File: src/hdl/dcff_pkg.sv
package dcff_pkg;

  localparam int unsigned FRAME_BYTES_DEF = 16;

  localparam int unsigned CFG_IDX_W  = 3;
  localparam int unsigned CFG_DATA_W = 16;

  localparam logic [CFG_IDX_W-1:0] CFG_PWM_PERIOD    = 3'd0;
  localparam logic [CFG_IDX_W-1:0] CFG_COMPARE_START = 3'd1;
  localparam logic [CFG_IDX_W-1:0] CFG_STOP_BYTE     = 3'd2;
  localparam logic [CFG_IDX_W-1:0] CFG_START_CODE    = 3'd3;
  localparam logic [CFG_IDX_W-1:0] CFG_STOP_CODE     = 3'd4;
  localparam logic [CFG_IDX_W-1:0] CFG_SET_REF_CODE  = 3'd5;

  localparam logic [7:0] STOP_BYTE_RST    = 8'hFF;
  localparam logic [7:0] START_CODE_RST   = 8'h01;
  localparam logic [7:0] STOP_CODE_RST    = 8'h02;
  localparam logic [7:0] SET_REF_CODE_RST = 8'h03;

  localparam logic signed [7:0] MS_STOPPED = 8'sd0;
  localparam logic signed [7:0] MS_RUNNING = 8'sd3;

  localparam logic [15:0] REF_DIV = 16'hFFFF;
  localparam logic [15:0] REF_MAX = 16'hFFFF;

  typedef struct packed {
    logic [15:0] pwm_period;
    logic [15:0] compare_start;
    logic [7:0]  stop_byte;
    logic [7:0]  start_code;
    logic [7:0]  stop_code;
    logic [7:0]  set_ref_code;
  } cfg_t;

  // frame descriptor handed from front to back
  typedef struct packed {
    logic        err;
    logic        bank;
    logic        st;
    logic        sp;
    logic        upd;
    logic [15:0] param;
  } desc_t;

  // bank release from back to front
  typedef struct packed {
    logic valid;
    logic bank;
  } rel_t;

endpackage

File: src/hdl/dcff_frame_ram.sv
module dcff_frame_ram #(
  parameter int unsigned AW = 5
) (
  input  logic          clk_i,
  input  logic          we_i,
  input  logic [AW-1:0] waddr_i,
  input  logic [7:0]    wdata_i,
  input  logic [AW-1:0] raddr_i,
  output logic [7:0]    rdata_o
);

  logic [7:0] mem [2**AW];

  always_ff @(posedge clk_i) begin
    if (we_i) begin
      mem[waddr_i] <= wdata_i;
    end
    rdata_o <= mem[raddr_i];
  end

endmodule

File: src/hdl/dcff_desc_fifo.sv
module dcff_desc_fifo (
  input  logic            clk_i,
  input  logic            rst_ni,
  input  logic            push_i,
  input  dcff_pkg::desc_t desc_i,
  output logic            full_o,
  input  logic            pop_i,
  output logic            empty_o,
  output dcff_pkg::desc_t desc_o
);
  import dcff_pkg::*;

  desc_t      entry_q [2];
  logic       wptr_q, wptr_d;
  logic       rptr_q, rptr_d;
  logic [1:0] cnt_q, cnt_d;
  logic       do_push, do_pop;

  assign full_o  = (cnt_q == 2'd2);
  assign empty_o = (cnt_q == 2'd0);
  assign desc_o  = entry_q[rptr_q];
  assign do_push = push_i && !full_o;
  assign do_pop  = pop_i && !empty_o;

  always_comb begin
    wptr_d = wptr_q;
    rptr_d = rptr_q;
    cnt_d  = cnt_q;
    if (do_push) begin
      wptr_d = ~wptr_q;
    end
    if (do_pop) begin
      rptr_d = ~rptr_q;
    end
    if (do_push && !do_pop) begin
      cnt_d = cnt_q + 2'd1;
    end else if (!do_push && do_pop) begin
      cnt_d = cnt_q - 2'd1;
    end
  end

  always_ff @(posedge clk_i or negedge rst_ni) begin
    if (!rst_ni) begin
      wptr_q <= 1'b0;
      rptr_q <= 1'b0;
      cnt_q  <= 2'd0;
    end else begin
      wptr_q <= wptr_d;
      rptr_q <= rptr_d;
      cnt_q  <= cnt_d;
    end
  end

  always_ff @(posedge clk_i) begin
    if (do_push) begin
      entry_q[wptr_q] <= desc_i;
    end
  end

endmodule

File: src/hdl/dcff_front.sv
module dcff_front #(
  parameter int unsigned FRAME_BYTES = dcff_pkg::FRAME_BYTES_DEF,
  localparam int unsigned CW = $clog2(FRAME_BYTES)
) (
  input  logic              clk_i,
  input  logic              rst_ni,
  input  dcff_pkg::cfg_t    cfg_i,
  input  logic              in_valid_i,
  output logic              in_stall_o,
  input  logic [7:0]        rx_byte_i,
  input  logic signed [7:0] motor_state_i,
  output logic              push_o,
  output dcff_pkg::desc_t   desc_o,
  input  logic              full_i,
  input  dcff_pkg::rel_t    rel_i,
  output logic              ram_we_o,
  output logic [CW:0]       ram_waddr_o,
  output logic [7:0]        ram_wdata_o
);
  import dcff_pkg::*;

  localparam logic [CW-1:0] LAST_IDX = CW'(FRAME_BYTES - 1);

  logic [CW-1:0] cnt_q, cnt_d;
  logic          resync_q, resync_d;
  logic          wbank_q, wbank_d;
  logic [1:0]    busy_q, busy_d;
  logic [7:0]    cmd_q, hi_q, lo_q;

  logic          accept, wr, done, good;
  logic [15:0]   param;
  logic          st, sp, upd;

  assign in_stall_o  = full_i || (!resync_q && busy_q[wbank_q]);
  assign accept      = in_valid_i && !in_stall_o;
  assign wr          = accept && !resync_q;
  assign done        = wr && (cnt_q == LAST_IDX);
  assign good        = (rx_byte_i == cfg_i.stop_byte);
  assign param       = {hi_q, lo_q};

  assign ram_we_o    = wr;
  assign ram_waddr_o = {wbank_q, cnt_q};
  assign ram_wdata_o = rx_byte_i;

  // command decode, start code has priority over stop and set-reference
  always_comb begin
    st  = 1'b0;
    sp  = 1'b0;
    upd = 1'b0;
    if (cmd_q == cfg_i.start_code) begin
      st = 1'b1;
    end else if (cmd_q == cfg_i.stop_code) begin
      sp = 1'b1;
    end else if (cmd_q == cfg_i.set_ref_code) begin
      if (param == 16'd0) begin
        sp = 1'b1;
      end else if (motor_state_i == MS_RUNNING) begin
        upd = 1'b1;
      end else if (motor_state_i == MS_STOPPED) begin
        st = 1'b1;
      end
    end
  end

  assign push_o       = done;
  assign desc_o.err   = !good;
  assign desc_o.bank  = wbank_q;
  assign desc_o.st    = good && st;
  assign desc_o.sp    = good && sp;
  assign desc_o.upd   = good && upd;
  assign desc_o.param = param;

  always_comb begin
    cnt_d    = cnt_q;
    resync_d = resync_q;
    wbank_d  = wbank_q;
    busy_d   = busy_q;
    if (rel_i.valid) begin
      busy_d[rel_i.bank] = 1'b0;
    end
    if (accept && resync_q) begin
      if (good) begin
        resync_d = 1'b0;
      end
    end else if (wr) begin
      if (done) begin
        cnt_d = '0;
        if (good) begin
          busy_d[wbank_q] = 1'b1;
          wbank_d         = ~wbank_q;
        end else begin
          resync_d = 1'b1;
        end
      end else begin
        cnt_d = cnt_q + CW'(1);
      end
    end
  end

  always_ff @(posedge clk_i or negedge rst_ni) begin
    if (!rst_ni) begin
      cnt_q    <= '0;
      resync_q <= 1'b0;
      wbank_q  <= 1'b0;
      busy_q   <= 2'b00;
    end else begin
      cnt_q    <= cnt_d;
      resync_q <= resync_d;
      wbank_q  <= wbank_d;
      busy_q   <= busy_d;
    end
  end

  // header bytes kept aside for decode at frame end
  always_ff @(posedge clk_i) begin
    if (wr && cnt_q == CW'(0)) begin
      cmd_q <= rx_byte_i;
    end
    if (wr && cnt_q == CW'(1)) begin
      hi_q <= rx_byte_i;
    end
    if (wr && cnt_q == CW'(2)) begin
      lo_q <= rx_byte_i;
    end
  end

endmodule

File: src/hdl/dcff_back.sv
module dcff_back #(
  parameter int unsigned FRAME_BYTES = dcff_pkg::FRAME_BYTES_DEF,
  localparam int unsigned CW = $clog2(FRAME_BYTES)
) (
  input  logic            clk_i,
  input  logic            rst_ni,
  input  dcff_pkg::cfg_t  cfg_i,
  input  logic            empty_i,
  output logic            pop_o,
  input  dcff_pkg::desc_t desc_i,
  output dcff_pkg::rel_t  rel_o,
  output logic [CW:0]     ram_raddr_o,
  input  logic [7:0]      ram_rdata_i,
  output logic            out_valid_o,
  input  logic            out_stall_i,
  output logic [7:0]      tx_byte_o,
  output logic            last_o,
  output logic            frame_error_o,
  output logic            run_req_o,
  output logic            halt_req_o,
  output logic            ref_update_o,
  output logic [15:0]     ref_compare_o
);
  import dcff_pkg::*;

  localparam logic [2:0] ST_IDLE  = 3'd0;
  localparam logic [2:0] ST_DIFF  = 3'd1;
  localparam logic [2:0] ST_MUL   = 3'd2;
  localparam logic [2:0] ST_DIV   = 3'd3;
  localparam logic [2:0] ST_FETCH = 3'd4;
  localparam logic [2:0] ST_SEND  = 3'd5;

  localparam logic [CW-1:0] K_LAST = CW'(FRAME_BYTES - 1);
  localparam logic [CW-1:0] K_PAD  = CW'(FRAME_BYTES - 4);

  logic [2:0]    state_q, state_d;
  logic [CW-1:0] k_q, k_d;
  logic          out_valid_q, out_valid_d;
  desc_t         desc_q;
  logic [16:0]   diff_q, diff_d;
  logic [32:0]   prod_q, prod_d;
  logic [15:0]   ref_q, ref_d;

  logic [7:0]    tx_q, tx_d;
  logic          last_q, last_d, err_q, err_d;
  logic          st_q, st_d, sp_q, sp_d, upd_q, upd_d;
  logic [15:0]   cmp_q, cmp_d;

  logic          o_free, send_fire, first, k_end;
  logic signed [17:0] dsum;
  logic [16:0]   div_a, div_q;
  logic [17:0]   div_s, ref_v;

  assign o_free    = !out_valid_q || !out_stall_i;
  assign send_fire = (state_q == ST_SEND) && o_free;
  assign pop_o     = (state_q == ST_IDLE) && !empty_i;
  assign first     = (k_q == CW'(0));
  assign k_end     = (k_q == K_LAST);

  // payload bytes start at frame byte 3
  assign ram_raddr_o = {desc_q.bank, k_q + CW'(3)};

  assign rel_o.valid = send_fire && !desc_q.err && k_end;
  assign rel_o.bank  = desc_q.bank;

  // ref = floor(diff * param / 65535) + compare_start, saturated
  assign dsum   = $signed({2'b00, cfg_i.pwm_period}) + 18'sd1
                - $signed({2'b00, cfg_i.compare_start});
  assign diff_d = dsum[17] ? 17'd0 : dsum[16:0];
  assign prod_d = 33'(diff_q) * 33'(desc_q.param);
  // x = a*65536 + b = a*65535 + (a+b), with a+b < 2*65535
  assign div_a  = prod_q[32:16];
  assign div_s  = {1'b0, div_a} + {2'b00, prod_q[15:0]};
  assign div_q  = div_a + 17'(div_s >= {2'b00, REF_DIV});
  assign ref_v  = {1'b0, div_q} + {2'b00, cfg_i.compare_start};
  assign ref_d  = (ref_v > {2'b00, REF_MAX}) ? REF_MAX : ref_v[15:0];

  always_comb begin
    err_d  = desc_q.err;
    last_d = desc_q.err || k_end;
    tx_d   = 8'd0;
    st_d   = 1'b0;
    sp_d   = 1'b0;
    upd_d  = 1'b0;
    cmp_d  = 16'd0;
    if (!desc_q.err) begin
      if (k_q < K_PAD) begin
        tx_d = ram_rdata_i;
      end else if (k_end) begin
        tx_d = cfg_i.stop_byte;
      end
      if (first) begin
        st_d  = desc_q.st;
        sp_d  = desc_q.sp;
        upd_d = desc_q.upd;
        cmp_d = desc_q.upd ? ref_q : 16'd0;
      end
    end
  end

  always_comb begin
    state_d     = state_q;
    k_d         = k_q;
    out_valid_d = out_valid_q && out_stall_i;
    case (state_q)
      ST_IDLE: begin
        if (pop_o) begin
          k_d     = '0;
          state_d = desc_i.err ? ST_SEND : ST_DIFF;
        end
      end
      ST_DIFF:  state_d = ST_MUL;
      ST_MUL:   state_d = ST_DIV;
      ST_DIV:   state_d = ST_FETCH;
      ST_FETCH: state_d = ST_SEND;
      ST_SEND: begin
        if (o_free) begin
          out_valid_d = 1'b1;
          if (desc_q.err || k_end) begin
            state_d = ST_IDLE;
          end else begin
            k_d     = k_q + CW'(1);
            state_d = ST_FETCH;
          end
        end
      end
      default: state_d = ST_IDLE;
    endcase
  end

  always_ff @(posedge clk_i or negedge rst_ni) begin
    if (!rst_ni) begin
      state_q     <= ST_IDLE;
      k_q         <= '0;
      out_valid_q <= 1'b0;
    end else begin
      state_q     <= state_d;
      k_q         <= k_d;
      out_valid_q <= out_valid_d;
    end
  end

  always_ff @(posedge clk_i) begin
    if (pop_o) begin
      desc_q <= desc_i;
    end
    if (state_q == ST_DIFF) begin
      diff_q <= diff_d;
    end
    if (state_q == ST_MUL) begin
      prod_q <= prod_d;
    end
    if (state_q == ST_DIV) begin
      ref_q <= ref_d;
    end
    if (send_fire) begin
      tx_q   <= tx_d;
      last_q <= last_d;
      err_q  <= err_d;
      st_q   <= st_d;
      sp_q   <= sp_d;
      upd_q  <= upd_d;
      cmp_q  <= cmp_d;
    end
  end

  assign out_valid_o   = out_valid_q;
  assign tx_byte_o     = tx_q;
  assign last_o        = last_q;
  assign frame_error_o = err_q;
  assign run_req_o     = st_q;
  assign halt_req_o    = sp_q;
  assign ref_update_o  = upd_q;
  assign ref_compare_o = cmp_q;

endmodule

File: src/hdl/daisy_chain_frame_forwarder_unit.sv
// channel | direction | handshake               | payload
// cfg     | in        | cfg_we_i                | cfg_idx_i, cfg_wdata_i
// in      | in        | in_valid_i / in_stall_o | rx_byte_i, motor_state_i
// out     | out       | out_valid_o/out_stall_i | tx_byte_o, last_o, frame_error_o,
//         |           |                         | run_req_o, halt_req_o,
//         |           |                         | ref_update_o, ref_compare_o
// Input bytes are taken one per cycle, while in_stall_o is low, into one of two frame banks.
// A complete frame gives FRAME_BYTES output items: after the pop, ref arithmetic runs in
// DIFF, MUL and DIV, then each item is a frame RAM read (FETCH), then the output register (SEND).
// A rejected frame gives one item, going from the pop straight to SEND.
// Input stalls while both banks wait to be sent or the descriptor queue is full.
// Reset is asynchronous; the frame RAM needs no clearing pass.
module daisy_chain_frame_forwarder_unit #(
  parameter int unsigned FRAME_BYTES = dcff_pkg::FRAME_BYTES_DEF
) (
  input  logic                            clk_i,
  input  logic                            rst_ni,
  input  logic                            cfg_we_i,
  input  logic [dcff_pkg::CFG_IDX_W-1:0]  cfg_idx_i,
  input  logic [dcff_pkg::CFG_DATA_W-1:0] cfg_wdata_i,
  input  logic                            in_valid_i,
  output logic                            in_stall_o,
  input  logic [7:0]                      rx_byte_i,
  input  logic signed [7:0]               motor_state_i,
  output logic                            out_valid_o,
  input  logic                            out_stall_i,
  output logic [7:0]                      tx_byte_o,
  output logic                            last_o,
  output logic                            frame_error_o,
  output logic                            run_req_o,
  output logic                            halt_req_o,
  output logic                            ref_update_o,
  output logic [15:0]                     ref_compare_o
);
  import dcff_pkg::*;

  localparam int unsigned CW = $clog2(FRAME_BYTES);

  cfg_t        cfg_q;
  desc_t       push_desc, pop_desc;
  rel_t        rel;
  logic        push, pop, full, empty;
  logic        ram_we;
  logic [CW:0] ram_waddr, ram_raddr;
  logic [7:0]  ram_wdata, ram_rdata;

  always_ff @(posedge clk_i or negedge rst_ni) begin
    if (!rst_ni) begin
      cfg_q.pwm_period    <= 16'd0;
      cfg_q.compare_start <= 16'd0;
      cfg_q.stop_byte     <= STOP_BYTE_RST;
      cfg_q.start_code    <= START_CODE_RST;
      cfg_q.stop_code     <= STOP_CODE_RST;
      cfg_q.set_ref_code  <= SET_REF_CODE_RST;
    end else if (cfg_we_i) begin
      case (cfg_idx_i)
        CFG_PWM_PERIOD:    cfg_q.pwm_period    <= cfg_wdata_i;
        CFG_COMPARE_START: cfg_q.compare_start <= cfg_wdata_i;
        CFG_STOP_BYTE:     cfg_q.stop_byte     <= cfg_wdata_i[7:0];
        CFG_START_CODE:    cfg_q.start_code    <= cfg_wdata_i[7:0];
        CFG_STOP_CODE:     cfg_q.stop_code     <= cfg_wdata_i[7:0];
        CFG_SET_REF_CODE:  cfg_q.set_ref_code  <= cfg_wdata_i[7:0];
        default: ;
      endcase
    end
  end

  dcff_front #(
    .FRAME_BYTES(FRAME_BYTES)
  ) u_front (
    .clk_i        (clk_i),
    .rst_ni       (rst_ni),
    .cfg_i        (cfg_q),
    .in_valid_i   (in_valid_i),
    .in_stall_o   (in_stall_o),
    .rx_byte_i    (rx_byte_i),
    .motor_state_i(motor_state_i),
    .push_o       (push),
    .desc_o       (push_desc),
    .full_i       (full),
    .rel_i        (rel),
    .ram_we_o     (ram_we),
    .ram_waddr_o  (ram_waddr),
    .ram_wdata_o  (ram_wdata)
  );

  dcff_desc_fifo u_fifo (
    .clk_i  (clk_i),
    .rst_ni (rst_ni),
    .push_i (push),
    .desc_i (push_desc),
    .full_o (full),
    .pop_i  (pop),
    .empty_o(empty),
    .desc_o (pop_desc)
  );

  dcff_frame_ram #(
    .AW(CW + 1)
  ) u_ram (
    .clk_i  (clk_i),
    .we_i   (ram_we),
    .waddr_i(ram_waddr),
    .wdata_i(ram_wdata),
    .raddr_i(ram_raddr),
    .rdata_o(ram_rdata)
  );

  dcff_back #(
    .FRAME_BYTES(FRAME_BYTES)
  ) u_back (
    .clk_i        (clk_i),
    .rst_ni       (rst_ni),
    .cfg_i        (cfg_q),
    .empty_i      (empty),
    .pop_o        (pop),
    .desc_i       (pop_desc),
    .rel_o        (rel),
    .ram_raddr_o  (ram_raddr),
    .ram_rdata_i  (ram_rdata),
    .out_valid_o  (out_valid_o),
    .out_stall_i  (out_stall_i),
    .tx_byte_o    (tx_byte_o),
    .last_o       (last_o),
    .frame_error_o(frame_error_o),
    .run_req_o    (run_req_o),
    .halt_req_o   (halt_req_o),
    .ref_update_o (ref_update_o),
    .ref_compare_o(ref_compare_o)
  );

endmodule
File: config.mk
export PLATFORM = sky130hd
export DESIGN_NAME = daisy_chain_frame_forwarder_unit
export DESIGN_NICKNAME = d
export VERILOG_FILES = /design/src/hdl/dcff_pkg.sv /design/src/hdl/dcff_frame_ram.sv /design/src/hdl/dcff_desc_fifo.sv /design/src/hdl/dcff_front.sv /design/src/hdl/dcff_back.sv /design/src/hdl/daisy_chain_frame_forwarder_unit.sv
export SDC_FILE = /design/constraint.sdc
export NUM_CORES = 1
export LEC_CHECK = 0
export BUFFER_PORTS_ARGS = -buffer_cell sky130_fd_sc_hd__buf_2
export CORE_ASPECT_RATIO = 0.6
export CORE_MARGIN = 10
export CORE_UTILIZATION = 45
export DETAILED_ROUTE_END_ITERATION = 10
export HOLD_SLACK_MARGIN = 0.12
export PLACE_DENSITY_LB_ADDON = 0.08
export SLEW_MARGIN = 20
export SYNTH_ARGS = -nofsm -noshare
export SYNTH_HDL_FRONTEND = slang
export SYNTH_SLANG_ARGS = --single-unit
export TNS_END_PERCENT = 50
File: constraint.sdc
create_clock -name clk_i -period 18.1 [get_ports clk_i]
set_input_delay 4.525 -clock clk_i [delete_from_list [all_inputs] [get_ports clk_i]]
set_output_delay 4.525 -clock clk_i [all_outputs]
set_load 0.01 [all_outputs]
==> qor.csv <==
metric;value;unit
synth.avg_cell_area;12.8;um^2
clkSlewWorstSetupHoldPaths;70;ps
cts_buffer_depth;3;
cts_setup_buffers;0;
drt-initial-drc-count;2028;
syn_nets;2918;
critical_path.top_delay_family;simple AND/OR/NAND/NOR gates;
port-buffer-count;70;
antenna_found_initial;6;
start_util;45.6;%
path_common_cell;ha_1;
antenna_left;0;
htreeDepth;2;
fin_worst_skew;19.1;ps
areaGrowthSynthToFinish;9.95;%
max_freq;139;MHz
num-fill-cells;6094;
ys_seq_area_share;48.2;%
cp_max_fo;16;
seq_area;15400;um^2
grt_first_pass_wirelength;125000;um
cts_hold_buffers;0;
cp.buffers_inverters;0;
cts_buffers;52;
yosysTopAreaCell;edfxtp_1;
routed_via_density;5.62;
ys_top_cells_by_count;edfxtp_1 (438), inv_1 (285), nand2_1 (259);
multi_input_area;15200;um^2
chipHeight;227;um
yosysWarnings;0;
period_share;39.9;%
drc;0;
num-nets-final;2992;
whs;478;ps
final_layout_size_suffix_gt1_share;15.3;%
fp-row-count;75;
crit_arrival;7670;ps
finalHoldViolations;0;
critical-path-slowest-cell;nor4_1;
period_minus_slack;7220;ps
startpoint;u_back.prod_q[16];
critPathCaptureType;register;
fin_tns_setup;0;ps
synthesis.area;32000;um^2
path_cells;ha_1, fa_1, o211ai_1, a221oi_1, nand2_1, or4_1, nor4_1, nand4_1, o31ai_1, ha_1, ha_1, nand4_1, nor4_1, xor2_1, ha_1, and4_1, nand2_1, a2111oi_0, a211oi_1, o21a_1, a211oi_2, o21bai_1;
rsz0062_at_grt;no;
wl;80200;um
die_w;364;um
wl_per_cell;22.6;um
synth_area_leaders;edfxtp_1 (41%), fa_1 (13%), ha_1 (6.4%);
grt_util_all_layers;19.9;%
ys_types;79;
grt_max_degree;59;
drtPass1Iterations;5;
ctsResizeCount;0;
syn_inst;2503;
first_global_vias;20237;
root_buffer;clkbuf_16;
reg2reg_from;u_back.prod_q[16];
async_reset_ff_share;15.8;%
grt-ovfl-total;0;
hp-class;register to register;
hold_start;u_front.hi_q[3];
fp.coreArea;70100;um^2
cts_tree;done;
via_count;19930;
post-dp-hpwl;61300;um
io-pin-count;71;
ys_ff_latch;530;
maxCapViolations;0;
synth_top_area_share;41.1;%
gp_congestion;0.853;
slew-limit-headroom;27.5;%
drv_slew;0;
synth-edff-count;438;
clock_sinks;530;
fp.dieArea;82500;um^2
tightestPinTransition;1080;ps
clkLatencyLatePin;620;ps
status;finished clean;
setup_viol;0;
ys.flop_type;edfxtp_1;
critPathRequiredTime;18550;ps
yosysMostFrequentCell;edfxtp_1;
cpPeakStageDelay;610;ps
startpoint_type;register;
crit_type;register to register;
==> worst reg2reg max path, delay by kind of cell, from the launching register on <==
family | cells | cell delay [ps]
AOI/OAI and AO/OA | 8 | 2310
xor gates and xnor gates | 1 | 260
adders and majority gates | 5 | 1690
DFF | 1 | 440
and+or+nand+nor | 8 | 2370
==> through the flow <==
step           area, um^2  setup slack (ps)  util (%)  instances
6_report            35200             10880      50.2       3545
5_1_grt             35200             10310      50.2       3544
4_1_cts             35200             10990      50.2       3544
3_5_place_dp        33500             10840      47.8       3447
3_3_place_gp        33500             11020      47.8       3447
2_1_floorplan       32000             10890         -       2503
==> worst paths after layout <==
path                            depth (start not counted)                    end  slack, ps
worst max-delay path                                   22       u_back.ref_q[14]      10880
worst min-delay path                                    0  u_fifo.entry_q[0][11]        480
worst max register to register                         22       u_back.ref_q[14]      10880
worst min register to register                          0  u_fifo.entry_q[0][11]        480
max in group asynchronous                               2          u_back.k_q[0]      13000
min in group asynchronous                               1              cfg_q[62]       3810
==> final cells by class <==
cell class                      count  share of cell area, %
Timing Repair Buffer              110                   1.86
Multi-Input combinational cell   1598                   43.2
Tap cell                          924                   3.29
Inverter                          285                   3.04
Antenna cell                        1                0.00712
Clock inverter                     29                  0.669
Clock buffer                       68                   4.01
Sequential cell                   530                   43.9
==> routing by layer <==
| layer | global-route usage, % | vias to the layer above | wire (um) |
|---|---|---|---|
| li1 | - | 8949 | - |
| met1 | 33.5 | 10243 | 42600 |
| met2 | 25.2 | 660 | 29700 |
| met3 | 4.29 | 78 | 6470 |
| met4 | 3.74 | 0 | 1370 |
| met5 | 0 | - | 0 |
==> cells by family (layout without fill, tap and decap cells) <==
kind of cell | count (synthesis) | in the layout | share of synthesized area (%)
buffers and inverters | 375 | 492 | 4.44
multiplexers | 161 | 161 | 8.48
flip-flops | 530 | 530 | 48.2
AO/OA/AOI/OAI | 247 | 247 | 5.15
AND/OR/NAND/NOR | 695 | 695 | 10.8
XOR/XNOR | 120 | 120 | 3.29
other | 0 | 1 | 0
adder cells (fa/ha/maj) | 375 | 375 | 19.6
==> cells in the final DEF (no fill, tap or decap), types with 14 or more instances in the layout <==
master,n
inv_1,285
mux4_2,80
nor4_1,23
o21ai_0,55
a21o_1,25
nor3_1,33
ha_1,163
nand2_1,259
nand2b_1,21
and3_1,34
nand4_1,20
nor2_1,85
xor2_1,47
buf_2,69
buf_4,41
xnor2_1,72
and2_1,111
clkinv_2,14
nand3_1,47
edfxtp_1,438
a21oi_1,63
mux2_2,79
fa_1,211
dfrtp_1,71
clkbuf_16,52
==> registers in the layout, indices dropped and copies added, names as in the netlist, 4 cells and up <==
| name | cells |
|---|---|
| u_ram.mem | 256 |
| cfg_q | 64 |
| u_fifo.entry_q | 42 |
| u_back.prod_q | 33 |
| u_back.desc_q | 19 |
| u_back.diff_q | 17 |
| u_back.ref_compare_o | 16 |
| u_back.ref_q | 16 |
| u_back.tx_byte_o | 8 |
| u_front.cmd_q | 8 |
| u_front.hi_q | 8 |
| u_front.lo_q | 8 |
| u_ram.rdata_o | 8 |
| u_back.k_q | 4 |
| u_front.cnt_q | 4 |
Power is not shown: default switching activity piles up to over one toggle a cycle in this logic, so the estimate is an artifact.
